===== src/sv/pbsp_pkg.sv =====
`timescale 1ns / 1ps
// ----------------------------------------------------------------------------
// pbsp_pkg
// Shared types, character codes and base classification for the pileup
// base string parser.
// ----------------------------------------------------------------------------
package pbsp_pkg;

  localparam int COUNT_WIDTH_DEF = 16;

  localparam logic [7:0] CH_CARET = 8'h5E;
  localparam logic [7:0] CH_PLUS  = 8'h2B;
  localparam logic [7:0] CH_MINUS = 8'h2D;
  localparam logic [7:0] CH_ZERO  = 8'd48;
  localparam logic [7:0] CH_NINE  = 8'd57;
  localparam logic [7:0] CH_STAR  = 8'h2A;
  localparam logic [7:0] CH_GT    = 8'h3E;
  localparam logic [7:0] CH_LT    = 8'h3C;
  localparam logic [7:0] CH_DOT   = 8'h2E;
  localparam logic [7:0] CH_COMMA = 8'h2C;

  localparam logic [2:0] BASE_A = 3'd0;
  localparam logic [2:0] BASE_C = 3'd1;
  localparam logic [2:0] BASE_G = 3'd2;
  localparam logic [2:0] BASE_T = 3'd3;
  localparam logic [2:0] BASE_N = 3'd4;

  typedef enum logic [3:0] {
    PH_NORMAL = 4'b0001,
    PH_CARET  = 4'b0010,
    PH_DIGITS = 4'b0100,
    PH_SKIP   = 4'b1000
  } phase_t;

  typedef struct packed {
    logic       hit;
    logic [2:0] code;
  } class_t;

  typedef struct packed {
    logic        line_done;
    logic [15:0] bases_so_far;
    logic [2:0]  base_code;
    logic        base_valid;
  } res_t;

  function automatic class_t pbsp_classify(input logic [7:0] c, input logic [2:0] ref_code);
    class_t r;
    r.hit  = 1'b1;
    r.code = BASE_A;
    unique case (c)
      CH_DOT, CH_COMMA: r.code = (ref_code > BASE_N) ? BASE_N : ref_code;
      8'h41, 8'h61:     r.code = BASE_A;
      8'h43, 8'h63:     r.code = BASE_C;
      8'h47, 8'h67:     r.code = BASE_G;
      8'h54, 8'h74:     r.code = BASE_T;
      8'h4E, 8'h6E, CH_STAR, CH_LT, CH_GT: r.code = BASE_N;
      default:          r.hit = 1'b0;
    endcase
    return r;
  endfunction

endpackage


===== src/sv/pbsp_step.sv =====
`timescale 1ns / 1ps
// ----------------------------------------------------------------------------
// pbsp_step
// Next-state and result logic for one character of the read-base string.
// ----------------------------------------------------------------------------
module pbsp_step
  import pbsp_pkg::*;
#(
  parameter int COUNT_WIDTH = COUNT_WIDTH_DEF
) (
  input  logic [7:0]             pileup_char,
  input  logic [2:0]             ref_nt,
  input  logic                   line_last,
  input  phase_t                 phase,
  input  logic [COUNT_WIDTH-1:0] skip,
  input  logic [COUNT_WIDTH-1:0] cnt,
  output phase_t                 phase_next,
  output logic [COUNT_WIDTH-1:0] skip_next,
  output logic [COUNT_WIDTH-1:0] cnt_next,
  output res_t                   res
);

  localparam int W = COUNT_WIDTH;

  logic           is_digit;
  logic [7:0]     digit;
  logic [W+3:0]   acc;
  logic [W-1:0]   skip_sat;
  logic [W-1:0]   skip_dec;
  logic           skip_zero;
  class_t         cls;
  logic           valid;
  logic [2:0]     code;
  phase_t         ph;
  logic [W-1:0]   sk;
  logic [W-1:0]   cnt_upd;
  logic [W+15:0]  cnt_ext;

  assign is_digit  = (pileup_char >= CH_ZERO) && (pileup_char <= CH_NINE);
  assign digit     = pileup_char - CH_ZERO;
  // skip * 10 + digit, saturating
  assign acc       = {1'b0, skip, 3'b000} + {3'b000, skip, 1'b0}
                   + {{W{1'b0}}, digit[3:0]};
  assign skip_sat  = (|acc[W+3:W]) ? {W{1'b1}} : acc[W-1:0];
  assign skip_dec  = skip - {{(W-1){1'b0}}, 1'b1};
  assign skip_zero = (skip == '0);
  assign cls       = pbsp_classify(pileup_char, ref_nt);

  always_comb begin
    ph    = phase;
    sk    = skip;
    valid = 1'b0;
    code  = BASE_A;
    unique case (phase)
      PH_CARET: begin
        ph = PH_NORMAL;
      end
      PH_DIGITS: begin
        if (is_digit) begin
          sk = skip_sat;
        end else if (!skip_zero) begin
          sk = skip_dec;
          ph = (skip_dec == '0) ? PH_NORMAL : PH_SKIP;
        end else begin
          ph = PH_NORMAL;
        end
      end
      PH_SKIP: begin
        if (!skip_zero) begin
          sk = skip_dec;
        end
        if (skip_zero || (skip_dec == '0)) begin
          ph = PH_NORMAL;
        end
      end
      default: begin
        ph = PH_NORMAL;
      end
    endcase
    // normal-phase parse, also reached after an empty indel length
    if ((phase == PH_NORMAL) || ((phase == PH_DIGITS) && !is_digit && skip_zero)) begin
      if (pileup_char == CH_CARET) begin
        ph = PH_CARET;
      end else if ((pileup_char == CH_PLUS) || (pileup_char == CH_MINUS)) begin
        ph = PH_DIGITS;
        sk = '0;
      end else begin
        valid = cls.hit;
        code  = cls.code;
      end
    end
  end

  assign cnt_upd = (valid && (cnt != {W{1'b1}})) ? cnt + {{(W-1){1'b0}}, 1'b1} : cnt;
  assign cnt_ext = {16'b0, cnt_upd};

  assign phase_next = line_last ? PH_NORMAL : ph;
  assign skip_next  = line_last ? '0 : sk;
  assign cnt_next   = line_last ? '0 : cnt_upd;

  assign res.base_valid   = valid;
  assign res.base_code    = valid ? code : BASE_A;
  assign res.bases_so_far = cnt_ext[15:0];
  assign res.line_done    = line_last;

endmodule


===== src/sv/pbsp_out_buf.sv =====
`timescale 1ns / 1ps
// ----------------------------------------------------------------------------
// pbsp_out_buf
// Result register with a skid entry; ready toward the source is registered.
// ----------------------------------------------------------------------------
module pbsp_out_buf
  import pbsp_pkg::*;
(
  input  logic clk,
  input  logic rst,
  input  logic in_valid,
  output logic in_ready,
  input  res_t in_res,
  output logic out_valid,
  input  logic out_ready,
  output res_t out_res
);

  logic out_full;
  logic skid_valid;
  res_t skid_res;
  logic in_fire;

  assign in_ready  = !skid_valid;
  assign in_fire   = in_valid && in_ready;
  assign out_valid = out_full;

  always_ff @(posedge clk) begin
    if (rst) begin
      out_full   <= 1'b0;
      skid_valid <= 1'b0;
    end else if (!out_full || out_ready) begin
      if (skid_valid) begin
        out_res    <= skid_res;
        out_full   <= 1'b1;
        skid_valid <= 1'b0;
      end else if (in_fire) begin
        out_res  <= in_res;
        out_full <= 1'b1;
      end else begin
        out_full <= 1'b0;
      end
    end else if (in_fire) begin
      skid_res   <= in_res;
      skid_valid <= 1'b1;
    end
  end

endmodule


===== src/sv/pileup_base_string_parser.sv =====
`timescale 1ns / 1ps
// ----------------------------------------------------------------------------
// pileup_base_string_parser
// Turns the read-base column of a pileup line into clean base codes.
// ----------------------------------------------------------------------------
// Usage:
//   s_axis carries one character per item with the line's reference base;
//   s_axis_tlast marks the last character of a line. m_axis returns exactly
//   one item per character: tuser flags a base, tdata holds the base code and
//   the running per-line base count, tlast echoes the end-of-line mark.
//   Accepted items are registered into the output stage or, on a stall,
//   the skid entry. Throughput is one item per cycle while m_axis accepts;
//   the accept cycle updates parse state via a single level of compare/add logic.
//   Reset clears the parse state and count and empties the output stage.
//   When m_axis stalls, one further item is held in a skid entry, then
//   s_axis_tready drops (registered) until the output drains.
//   An end-of-line item abandons any pending skip and clears the count.
// ----------------------------------------------------------------------------
module pileup_base_string_parser
  import pbsp_pkg::*;
#(
  parameter int COUNT_WIDTH = COUNT_WIDTH_DEF
) (
  input  logic        clk,
  input  logic        rst,
  input  logic        s_axis_tvalid,
  output logic        s_axis_tready,
  input  logic [15:0] s_axis_tdata,   // [7:0] pileup_char, [10:8] reference base, [15:11] zero
  input  logic        s_axis_tlast,   // line_last
  output logic        m_axis_tvalid,
  input  logic        m_axis_tready,
  output logic [23:0] m_axis_tdata,   // [2:0] base_code, [18:3] bases_so_far, [23:19] zero
  output logic        m_axis_tuser,   // base_valid
  output logic        m_axis_tlast    // line_done
);

  phase_t                 phase;
  phase_t                 phase_next;
  logic [COUNT_WIDTH-1:0] skip;
  logic [COUNT_WIDTH-1:0] skip_next;
  logic [COUNT_WIDTH-1:0] cnt;
  logic [COUNT_WIDTH-1:0] cnt_next;
  res_t                   res;
  res_t                   out_res;
  logic                   s_fire;

  assign s_fire = s_axis_tvalid && s_axis_tready;

  pbsp_step #(
    .COUNT_WIDTH(COUNT_WIDTH)
  ) u_step (
    .pileup_char(s_axis_tdata[7:0]),
    .ref_nt     (s_axis_tdata[10:8]),
    .line_last  (s_axis_tlast),
    .phase      (phase),
    .skip       (skip),
    .cnt        (cnt),
    .phase_next (phase_next),
    .skip_next  (skip_next),
    .cnt_next   (cnt_next),
    .res        (res)
  );

  always_ff @(posedge clk) begin
    if (rst) begin
      phase <= PH_NORMAL;
      skip  <= '0;
      cnt   <= '0;
    end else if (s_fire) begin
      phase <= phase_next;
      skip  <= skip_next;
      cnt   <= cnt_next;
    end
  end

  pbsp_out_buf u_out (
    .clk      (clk),
    .rst      (rst),
    .in_valid (s_axis_tvalid),
    .in_ready (s_axis_tready),
    .in_res   (res),
    .out_valid(m_axis_tvalid),
    .out_ready(m_axis_tready),
    .out_res  (out_res)
  );

  assign m_axis_tdata = {5'b0, out_res.bases_so_far, out_res.base_code};
  assign m_axis_tuser = out_res.base_valid;
  assign m_axis_tlast = out_res.line_done;

`ifndef SYNTH
  a_stall_needs_output: assert property (@(posedge clk) disable iff (rst)
    !s_axis_tready |-> m_axis_tvalid)
    else $error("input stalled with empty output stage");

  a_no_base_zero_code: assert property (@(posedge clk) disable iff (rst)
    (m_axis_tvalid && !m_axis_tuser) |-> (m_axis_tdata[2:0] == BASE_A))
    else $error("base code set without a base");

  a_line_end_clears: assert property (@(posedge clk) disable iff (rst)
    (s_fire && s_axis_tlast) |=> (phase == PH_NORMAL && skip == '0 && cnt == '0))
    else $error("state not cleared after end of line");

  a_skip_nonzero: assert property (@(posedge clk) disable iff (rst)
    (phase == PH_SKIP) |-> (skip != '0))
    else $error("skip phase with zero count");
`endif

endmodule


===== config.mk =====
export PLATFORM = sky130hd
export DESIGN_NAME = pileup_base_string_parser
export DESIGN_NICKNAME = d
export VERILOG_FILES = /design/src/sv/pbsp_pkg.sv /design/src/sv/pbsp_step.sv /design/src/sv/pbsp_out_buf.sv /design/src/sv/pileup_base_string_parser.sv
export SDC_FILE = /design/constraint.sdc
export NUM_CORES = 1
export LEC_CHECK = 0
export BUFFER_PORTS_ARGS = -buffer_cell sky130_fd_sc_hd__buf_2
export CAP_MARGIN = 20
export CORE_ASPECT_RATIO = 2
export CORE_MARGIN = 1
export CORE_UTILIZATION = 45
export CTS_CLUSTER_DIAMETER = 120
export DETAILED_ROUTE_END_ITERATION = 7
export PLACE_DENSITY = 0.72
export RECOVER_POWER = 50
export SLEW_MARGIN = 20
export SYNTH_ARGS = -nofsm -noshare
export SYNTH_HDL_FRONTEND = slang
export SYNTH_SLANG_ARGS = --single-unit
export TNS_END_PERCENT = 10

===== constraint.sdc =====
create_clock -name clk -period 3.3 [get_ports clk]
set_input_delay 0.33 -clock clk [delete_from_list [all_inputs] [get_ports clk]]
set_output_delay 0.33 -clock clk [all_outputs]
set_load 0.01 [all_outputs]

# After elaboration in Yosys (flattened, before gate mapping)
# Index checks and enable logic that the tools add are counted.
[totals]
register_bits = 80
inputBits = 21
out_inout_bits = 28
wordCells = 103
[classes]
addsub = 5
n_lt_le_gt_ge = 3
n_eq_ne = 22
n_mux = 33
bitwise_logic = 2
n_reduce_logical = 25
[op_table]
columns = ["operator", "n"]
rows = [
  ["16-bit 2-to-1 mux", 9],
  ["8-bit by 7-bit == test with 1-bit output, second input constant", 11],
  ["8-bit by 6-bit == test with 1-bit output, second input constant", 7],
  ["21-bit 2-to-1 mux", 2],
  ["16-bit logical NOT", 2],
  ["4-bit 2-to-1 mux", 8],
  ["16-bit case mux with 2 select lines", 1],
  ["19-bit by 17-bit adder with 20-bit output", 1],
  ["20-bit by 4-bit adder with 20-bit output", 1],
  ["16-bit by 1-bit adder with 16-bit output, second input constant", 1],
  ["16-bit != test, second input constant", 1],
  ["16-bit by 1-bit subtractor with 16-bit output, second input constant", 1],
  ["3-bit 2-to-1 mux", 5],
  ["3-bit case mux with 5 select lines", 1],
  ["15-bit OR reduction", 1],
  ["2-bit OR reduction", 5],
  ["8-bit by 6-bit greater-or-equal comparator with 1-bit output, second input constant", 1],
  ["8-bit by 6-bit less-or-equal comparator with 1-bit output, second input constant", 1],
  ["4-bit case mux with 2 select lines", 1],
  ["1-bit 2-to-1 mux", 6],
  ["3-bit AND reduction", 2],
  ["1-bit logical AND", 5],
  ["5-bit OR reduction", 1],
  ["4-bit by 1-bit == test with 1-bit output, second input constant", 1],
  ["9 further kinds", 15],
]

# Depth between registers and ports, before layout
# Gate-level depths: netlist of the first run.
[depth]
ltp_word = 11
mapped_depth = 12
depth_no_buf = 11

# Cells and area by module
# Synthesis of the first run repeated with hierarchy kept, for this count alone.
[hier_totals]
cells_unflattened = 668
area_unflattened_um2 = 6232.2
[by_module_without_submodules]
columns = ["mod", "instances", "cells_per_inst", "area_per_inst_um2", "seq_area_each_um2"]
rows = [
  ["pbsp_step", 1, 423, 2874.0, 0.0],
  ["pbsp_out_buf", 1, 76, 1711.6, 1301.2],
  ["pileup_base_string_parser", 1, 169, 1646.6, 720.7],
]

# Least setup slack after synthesis of the first run
# OpenSTA, ideal clock, no wires.
[synth_path]
path_type = "flip-flop to flip-flop"
from = "register skip[0]"
to = "register skip[7]"
setup_ns = 0.151
arrival_ns = 3.034
t_required_ns = 3.149
slack_ns = 0.115
stages_incl_launch_ff = 12
n_path_buf = 1
synth_period_minus_slack_ns = 3.185
path_cell_list = "dfxtp_1 > fa_1 > inv_1 > fa_1 > nand2b_1 > a21oi_1 > o31a_1 > nor4b_1 > a2111o_1 > clkbuf_1 > o21ai_1 > o2111ai_1"
[synth_between]
elab_chain_cells = 10
elab_cells_between_ends = 15
classes_between = "3 x add/sub; 8 x mux; 4 x reduce/logical"
[synth_rtl]
columns = ["element", "line_no", "rtl"]
rows = [
  ["start, declared", "pileup_base_string_parser.sv:39", "logic [COUNT_WIDTH-1:0] skip;"],
  ["start signal, assigned", "pileup_base_string_parser.sv:71", "skip <= skip_next;"],
  ["19-bit by 17-bit adder with 20-bit output", "pbsp_step.sv:42", "assign acc = {1'b0, skip, 3'b000} + {3'b000, skip, 1'b0}"],
  ["20-bit by 4-bit adder with 20-bit output", "pbsp_step.sv:43", "+ {{W{1'b0}}, digit[3:0]};"],
  ["4-bit OR reduction", "pbsp_step.sv:44", "assign skip_sat = (|acc[W+3:W]) ? {W{1'b1}} : acc[W-1:0];"],
  ["16-bit 2-to-1 mux", "pbsp_step.sv:44", ""],
  ["16-bit 2-to-1 mux", "pbsp_step.sv:59", "if (is_digit) begin"],
  ["16-bit case mux with 2 select lines", "pbsp_step.sv:54", "unique case (phase)"],
  ["16-bit 2-to-1 mux", "pbsp_step.sv:84", "end else if ((pileup_char == CH_PLUS) || (pileup_char == CH_MINUS)) begin"],
  ["16-bit 2-to-1 mux", "pbsp_step.sv:82", "if (pileup_char == CH_CARET) begin"],
  ["16-bit 2-to-1 mux *", "pbsp_step.sv:81", "if ((phase == PH_NORMAL) || ((phase == PH_DIGITS) && !is_digit && skip_zero)) begin"],
  ["16-bit 2-to-1 mux *", "pbsp_step.sv:98", "assign skip_next = line_last ? '0 : sk;"],
]
# Every way passes the cells marked *; elsewhere a longest branch is shown, timed or not.
# A chain may end at the register's enable or synchronous reset.

# Worst setup path after layout of the first run
[layout_path]
from = "register skip[10]"
to = "register skip[11]"
# The elaborated chain is that of the path after synthesis.

==> summary.md, run 1 <==
| Metric | Value |
|---|---|
| Hold Slack | `329.8 ps` |
| Slew headroom | `0.2293` |
| Crit Path Class | `flip-flop to flip-flop` |
| Synth Area in XOR/XNOR | `0.04681` |
| Final nets | `689` |
| Comb pwr share | `0.055` |
| CTS H-tree depth | `3` |
| Global-route wire length before repair | `22600 um` |
| Layout cells sized above 1 | `0.1586` |
| Hold Crit Class | `primary input to flip-flop` |
| Synth Area in Compound Gates | `0.2050` |
| DR vias | `4700` |
| Drt wl/cell | `17.67 um` |
| Overflow after GRT | `0` |
| Worst path max stage delay | `460 ps` |
| TritonCTS clock tree | `yes` |
| Synth cell types | `72` |
| Placed insts | `766` |
| Finish-stage setup viols | `0` |
| Minimum clock period | `3126 ps` |
| Synth Warn # | `0` |
| Gpl congestion | `0.8940` |
| Detail Route Antenna Nets | `0` |
| Max-cap violations | `0` |
| # Post-CTS Setup Buffers | `0` |
| # IOs | `49` |
| Post-synth ARST share | `0` |
| Die Y | `157.3 um` |
| Post-synthesis mux area share | `0.04750` |
| Vias per Instance | `6.003` |
| Most used cell along the critical path | `ha_1` |
| Critical-path cell list | `ha_1 > ha_1 > nand3_1 > a311oi_1 > a21o_1 > a211oi_1 > a2111o_1 > buf_4 > o31ai_1 > o311ai_1` |
| Worst slew pin tran | `1156 ps` |
| Number of synthesized flops with an enable pin | `42` |
| Largest family of logic cells by synthesized area | `compound AO/OA/AOI/OAI gates` |
| Core area | `11700 um^2` |
| 1st-pass router iterations | `4` |
| Fin. Hold Viols | `0` |
| Crit path max fanout | `8` |
| Die area | `12530 um^2` |
| All-Layer GR Usage | `0.2324` |
| Sw frac | `0.2147` |
| Worst path required time | `3510 ps` |
| Rows | `56` |
| Maximum VDD drop | `0.0003254 V` |
| Final Max Tran Viols | `0` |
| Final Non-Filler Cells | `783` |
| Fmax | `0.3198 GHz` |
| Tcrit/Tclk final | `0.9474` |
| Vias in the first global route | `4753` |
| Clk pwr share | `0.470` |
| Status | `finished, final reports clean` |
| Arr. time, crit path | `3330 ps` |
| Clock transition at path regs | `60 ps` |
| Largest net degree at the start of global routing | `29` |
| Initial DRC count | `276` |
| Cell count after synthesis | `582` |
| PortBufs | `38` |
| Clk sink count | `80` |
| Power density over cell area | `362.5 nW/um^2` |
| Clock root buffer | `clkbuf_16` |
| Worst skew pair latency | `340 ps` |
| Number of antenna violations at the first check in global routing | `1` |
| Fillers | `1083` |
| RSZ-0062 raised after global routing | `no` |
| Psw | `0.0004817 W` |
| Reg area | `2026 um^2` |
| DRC | `0` |
| Post-Syn Area per Cell | `9.324 um^2` |
| Initial Util | `0.4638` |
| Synth Flop Type | `edfxtp_1` |
| Sequential Power Share | `0.475` |
| Synthesized area | `5426 um^2` |
| Slowest cell on the critical path | `dfxtp_1` |
| Seq/Total Area, Yosys | `0.3726` |
| CTS Buf Count | `9` |
| Detailed Place HPWL | `10580 um` |
| Pleak | `2.441 nW` |
| Synth Area in Simple Gates | `0.1997` |
| Final Routed Wirelength | `13830 um` |
| Maximum buffer depth of the clock tree | `2` |
| Worst Setup End Kind | `flip-flop` |
| Synth-to-layout area growth | `14.02%` |
| Cell internal pwr | `0.001761 W` |
| Startpoint Class | `flip-flop` |
| Footprint of the multi-input gates | `3203 um^2` |
| Synth Register Bits | `80` |
| Clock Skew | `8.527 ps` |
| Synth Area in Adders | `0.08577` |
| Horiz. Die Dim | `79.65 um` |
==> power by group through the flow <==
stage | registers, W | logic (W) | clock network, W
after floorplan | 0.00109 | 0.0000718 | 0
after global placement | 0.00108 | 0.000124 | 0
after detailed placement | 0.00109 | 0.000128 | 0
after CTS | 0.00106 | 0.000128 | 0.00106
after global routing | 0.00107 | 0.000136 | 0.00109
final | 0.00106 | 0.000124 | 0.00105
==> worst max-delay path: cells and delay by family, from the launching register on <==
family | cells | cell delay [ps]
AO/OA/AOI/OAI | 6 | 1440
adder cells (fa/ha/maj) | 2 | 690
buffers and inverters | 1 | 180
flip-flops | 1 | 460
AND/OR/NAND/NOR | 1 | 220
==> cells by family after synthesis <==
logic type / Yosys count
simple gates: 195
compound gates: 167
flops: 80
buf+inv: 51
fa+ha+maj: 36
xor+xnor: 29
mux: 23
other cells: 1
==> stage by stage <==
stage / worst slack [ps] / power (W) / utilization / cell area, um^2 / setup TNS (ps)
final: 173.5 / 0.002243 / 0.5288 / 6187 / 0
after detailed placement: -24.09 / 0.001213 / 0.5044 / 5902 / -24.09
after CTS: 125.3 / 0.002254 / 0.5312 / 6216 / 0
after global placement: 53.23 / 0.001209 / 0.5044 / 5902 / 0
after global routing: 7.975 / 0.002296 / 0.5288 / 6187 / 0
after floorplan: 114.7 / 0.001163 / - / 5441 / 0
==> final cells by class <==
| class | instances | area share |
|---|---|---|
| flip-flops and latches | 80 | 0.3274 |
| clock inverters | 6 | 0.01375 |
| clock buffers | 10 | 0.03701 |
| multi-input cells | 455 | 0.5177 |
| diodes | 1 | 0.0004044 |
| inverters | 17 | 0.01031 |
| repair buffers | 69 | 0.06411 |
| well taps | 145 | 0.02932 |
==> state kept, by name (all words and copies together) (netlist names) <==
signal / flops
u_out.skid_res: 21
cnt: 16
phase: 4
u_out.out_valid: 1
u_out.out_res: 21
u_out.skid_valid: 1
skip: 16
==> per-layer routing <==
layer	up-vias	GRT usage	wire length, um
li1	2297	-	-
met1	2250	0.2179	4852
met2	115	0.4567	7915
met3	38	0.02667	385
met4	0	0.1437	680
met5	-	0	0
==> cells in the final DEF, fill, tap and decap left out, types with 20 or more instances in the layout <==
| cell type | synthesis | layout |
|---|---|---|
| a21oi_1 | 43 | 42 |
| a31oi_1 | 20 | 20 |
| buf_4 | 5 | 25 |
| clkbuf_1 | 22 | 27 |
| dfxtp_1 | 38 | 35 |
| edfxtp_1 | 42 | 42 |
| ha_1 | 34 | 34 |
| mux2_2 | 22 | 22 |
| nand2_1 | 41 | 41 |
| nor2_1 | 43 | 42 |
| o21ai_0 | 37 | 37 |
| xnor2_1 | 21 | 21 |
==> repair_timing <==
action                                  in CTS  in global routing
resized for setup                            0                  6
hold buffers                                 0                  0
endpoints found under the setup margin       0                  5
==> cells in the mapped netlist, types with 3 or more instances <==
cell type | count | area share
or3_1 | 19 | 0.022
buf_1 | 3 | 0.0021
inv_1 | 17 | 0.012
dfxtp_1 | 38 | 0.14
mux2_2 | 22 | 0.046
nand3_1 | 14 | 0.013
nand3_2 | 3 | 0.0055
nor3_1 | 11 | 0.010
buf_4 | 5 | 0.0069
nand3b_1 | 4 | 0.0055
o211ai_1 | 6 | 0.0083
nand4_1 | 6 | 0.0069
edfxtp_1 | 42 | 0.23
nor3b_1 | 6 | 0.0083
and4_1 | 4 | 0.0065
o2111ai_1 | 3 | 0.0048
nor4b_1 | 5 | 0.0081
xor2_1 | 8 | 0.013
clkbuf_1 | 22 | 0.015
nand2b_1 | 9 | 0.010
a22oi_1 | 5 | 0.0069
nand4b_1 | 3 | 0.0048
a32oi_1 | 4 | 0.0065
a21oi_1 | 43 | 0.040
o21ai_0 | 37 | 0.034
a211oi_1 | 5 | 0.0069
nor4_1 | 3 | 0.0035
or2_2 | 3 | 0.0035
xnor2_1 | 21 | 0.034
nor2_1 | 43 | 0.030
or4_1 | 3 | 0.0042
nor2b_1 | 7 | 0.0081
a31oi_1 | 20 | 0.023
o31ai_1 | 12 | 0.017
ha_1 | 34 | 0.078
nand2_1 | 41 | 0.028
a21o_1 | 5 | 0.0069
==> final timing paths <==
| kind | startpoint | to | slack, ps | cells past startpoint |
|---|---|---|---|---|
| min | s_axis_tvalid | u_out.skid_valid | 330 | 3 |
| min reg2reg | cnt[12] | cnt[12] | 520 | 2 |
| max reg2reg | skip[10] | skip[11] | 170 | 10 |
| max | skip[10] | skip[11] | 170 | 10 |
Power figures use the tool's default switching activity.
==> inputs of run 2 (changes only) <==
--- a/config.mk
+++ b/config.mk
@@ -8,5 +8,5 @@
 export BUFFER_PORTS_ARGS = -buffer_cell sky130_fd_sc_hd__buf_2
 export CAP_MARGIN = 20
-export CORE_ASPECT_RATIO = 2
+export CORE_ASPECT_RATIO = 0.5
 export CORE_MARGIN = 1
 export CORE_UTILIZATION = 45
==> constraint.sdc (replaced) <==
create_clock -name clk -period 3.3 [get_ports clk]
set_input_delay 0.165 -clock clk [delete_from_list [all_inputs] [get_ports clk]]
set_output_delay 0.165 -clock clk [all_outputs]
set_load 0.01 [all_outputs]
==> run 2 against run 1 <==
Sequential share of layout area grew 0.16 points. Non-clock buffer count shrank 6. Maximum frequency shrank 1.3%. Largest cell class unchanged. Critical endpoint unchanged. Critical path depth is the same. Clock skew shrank 0.89 ps. Worst hold slack lost 180 ps.
==> summary.md, run 2 (same netlist as run 1, synthesis figures left out) <==
| Metric | Value |
|---|---|
| TritonCTS clock tree | `yes` |
| Reg area | `2027 um^2` |
| Tcrit/Tclk final | `0.9597` |
| Crit path max fanout | `6` |
| CTS Buf Count | `9` |
| Placed insts | `772` |
| Max-cap violations | `0` |
| # IOs | `49` |
| Hold Crit Class | `primary input to flip-flop` |
| Rows | `27` |
| Detailed Place HPWL | `8942 um` |
| Vias in the first global route | `4249` |
| Hold EP | `u_out.out_valid` |
| Initial DRC count | `295` |
| Worst r2r dst | `skip[11]` |
| Maximum VDD drop | `0.0002772 V` |
| Worst Hold Path Cells | `3` |
| Final Non-Filler Cells | `791` |
| Overflow after GRT | `0` |
| Core area | `11350 um^2` |
| Detail Route Antenna Nets | `0` |
| Arr. time, crit path | `3380 ps` |
| 1st-pass router iterations | `6` |
| Final Max Tran Viols | `0` |
| Minimum clock period | `3167 ps` |
| Worst skew pair latency | `340 ps` |
| Hold_sp | `s_axis_tvalid` |
| Most frequent cells in the layout | `43 x nor2_1, 42 x a21oi_1, 42 x edfxtp_1` |
| Finish-stage setup viols | `0` |
| Power density over cell area | `346.3 nW/um^2` |
| CTS H-tree depth | `3` |
| Startpoint Class | `flip-flop` |
| Final Routed Wirelength | `12850 um` |
| Horiz. Die Dim | `157.3 um` |
| Die Y | `79.65 um` |
| Worst slew pin tran | `1053 ps` |
| Slew headroom | `0.2979` |
| Crit Path Class | `flip-flop to flip-flop` |
| Vias per Instance | `5.941` |
| Clk sink count | `80` |
| Synth-to-layout area growth | `13.53%` |
| # diodes | `0` |
| Most common cell after layout, fill and taps aside | `nor2_1` |
| Drt wl/cell | `16.25 um` |
| Largest net degree at the start of global routing | `29` |
| Number of antenna violations at the first check in global routing | `0` |
| Clock transition at path regs | `60 ps` |
| R2r setup slk | `130 ps` |
| Gpl congestion | `0.8636` |
| All-Layer GR Usage | `0.2107` |
| Top flop regs | `u_out.out_res (21), u_out.skid_res (21)` |
| Footprint of the multi-input gates | `3234 um^2` |
| Global-route wire length before repair | `20750 um` |
| Setup TNS | `0 ps` |
| DR vias | `4699` |
| Worst Reg-to-Reg Cells | `10` |
| Status | `finished, final reports clean` |
| DRC | `0` |
| Worst Setup End Kind | `flip-flop` |
| Fillers | `1053` |
| Worst path required time | `3510 ps` |
| Initial Util | `0.4781` |
| Pleak | `2.406 nW` |
| Worst flop-to-flop path startpoint | `skip[6]` |
| Clock root buffer | `clkbuf_16` |
| Fmax | `0.3158 GHz` |
| PortBufs | `38` |
| Layout cells sized above 1 | `0.1598` |
| Die area | `12530 um^2` |
| Maximum buffer depth of the clock tree | `2` |
| Final nets | `684` |
| Clock Skew | `7.637 ps` |
| Fin. Hold Viols | `0` |
## run 2: through the flow
| step | power, W | setup WS (ps) | hold WS (ps) | instance area (um^2) | utilization |
|---|---|---|---|---|---|
| after floorplan | 0.001163 | 114.7 | 263.9 | 5441 | - |
| after global placement | 0.001208 | -0.3964 | 485.1 | 5859 | 0.5162 |
| after detailed placement | 0.001210 | -30.41 | 505.0 | 5859 | 0.5162 |
| after CTS | 0.002156 | 46.00 | 151.4 | 6150 | 0.5418 |
| after global routing | 0.002208 | -39.19 | 159.0 | 6161 | 0.5428 |
| final | 0.002134 | 133.0 | 153.1 | 6161 | 0.5428 |
## run 2: report_power, final
group	leakage, nW	internal [W]	switching (W)	total [W]
registers	0.677	0.00106	0.00000463	0.00106
clock network	0.135	0.000522	0.000427	0.000949
logic	1.59	0.0000402	0.0000805	0.000121
## run 2: area by class of cell
class,instances,area share
multi-input combinational,456,0.5250
timing repair buffer,63,0.05686
clock buffer,9,0.03656
sequential,80,0.3290
inverter,17,0.01036
tap,159,0.03229
clock inverter,7,0.009951
## run 2: metal layers
layer	share of wire	wire length, um	vias up	track usage
li1	-	-	2310	-
met1	0.48	6205	2249	0.2766
met2	0.46	5911	117	0.3500
met3	0.040	508	23	0.03746
met4	0.018	225	0	0.07282
met5	0	0	-	0
## run 2: repair_timing
action | CTS | global route
buffers inserted | 0 | 2
hold buffers | 0 | 0
cloned | 0 | 1
endpoints found under the setup margin | 3 | 15
pin swaps | 0 | 3
gates resized for setup | 1 | 12
## run 2: worst max path at each step
stage,startpoint,endpoint,cells past startpoint
finish,skip[6],skip[11],10
global route,skip[10],skip[11],9
CTS,skip[0],skip[11],10
detailed placement,s_axis_tdata[3],skip[10],12
global placement,s_axis_tdata[3],skip[10],12
floorplan,skip[0],skip[7],11
## run 2: worst max-delay path: stages, from the launching register on
cell and delay [ps]:
dfxtp_1 440, ha_1 280, ha_1 360, o211ai_1 180, buf_4 180, a311oi_1 370, a21o_1 220, a211oi_1 130
a2111o_2 470, o31ai_2 270, o311ai_1 140
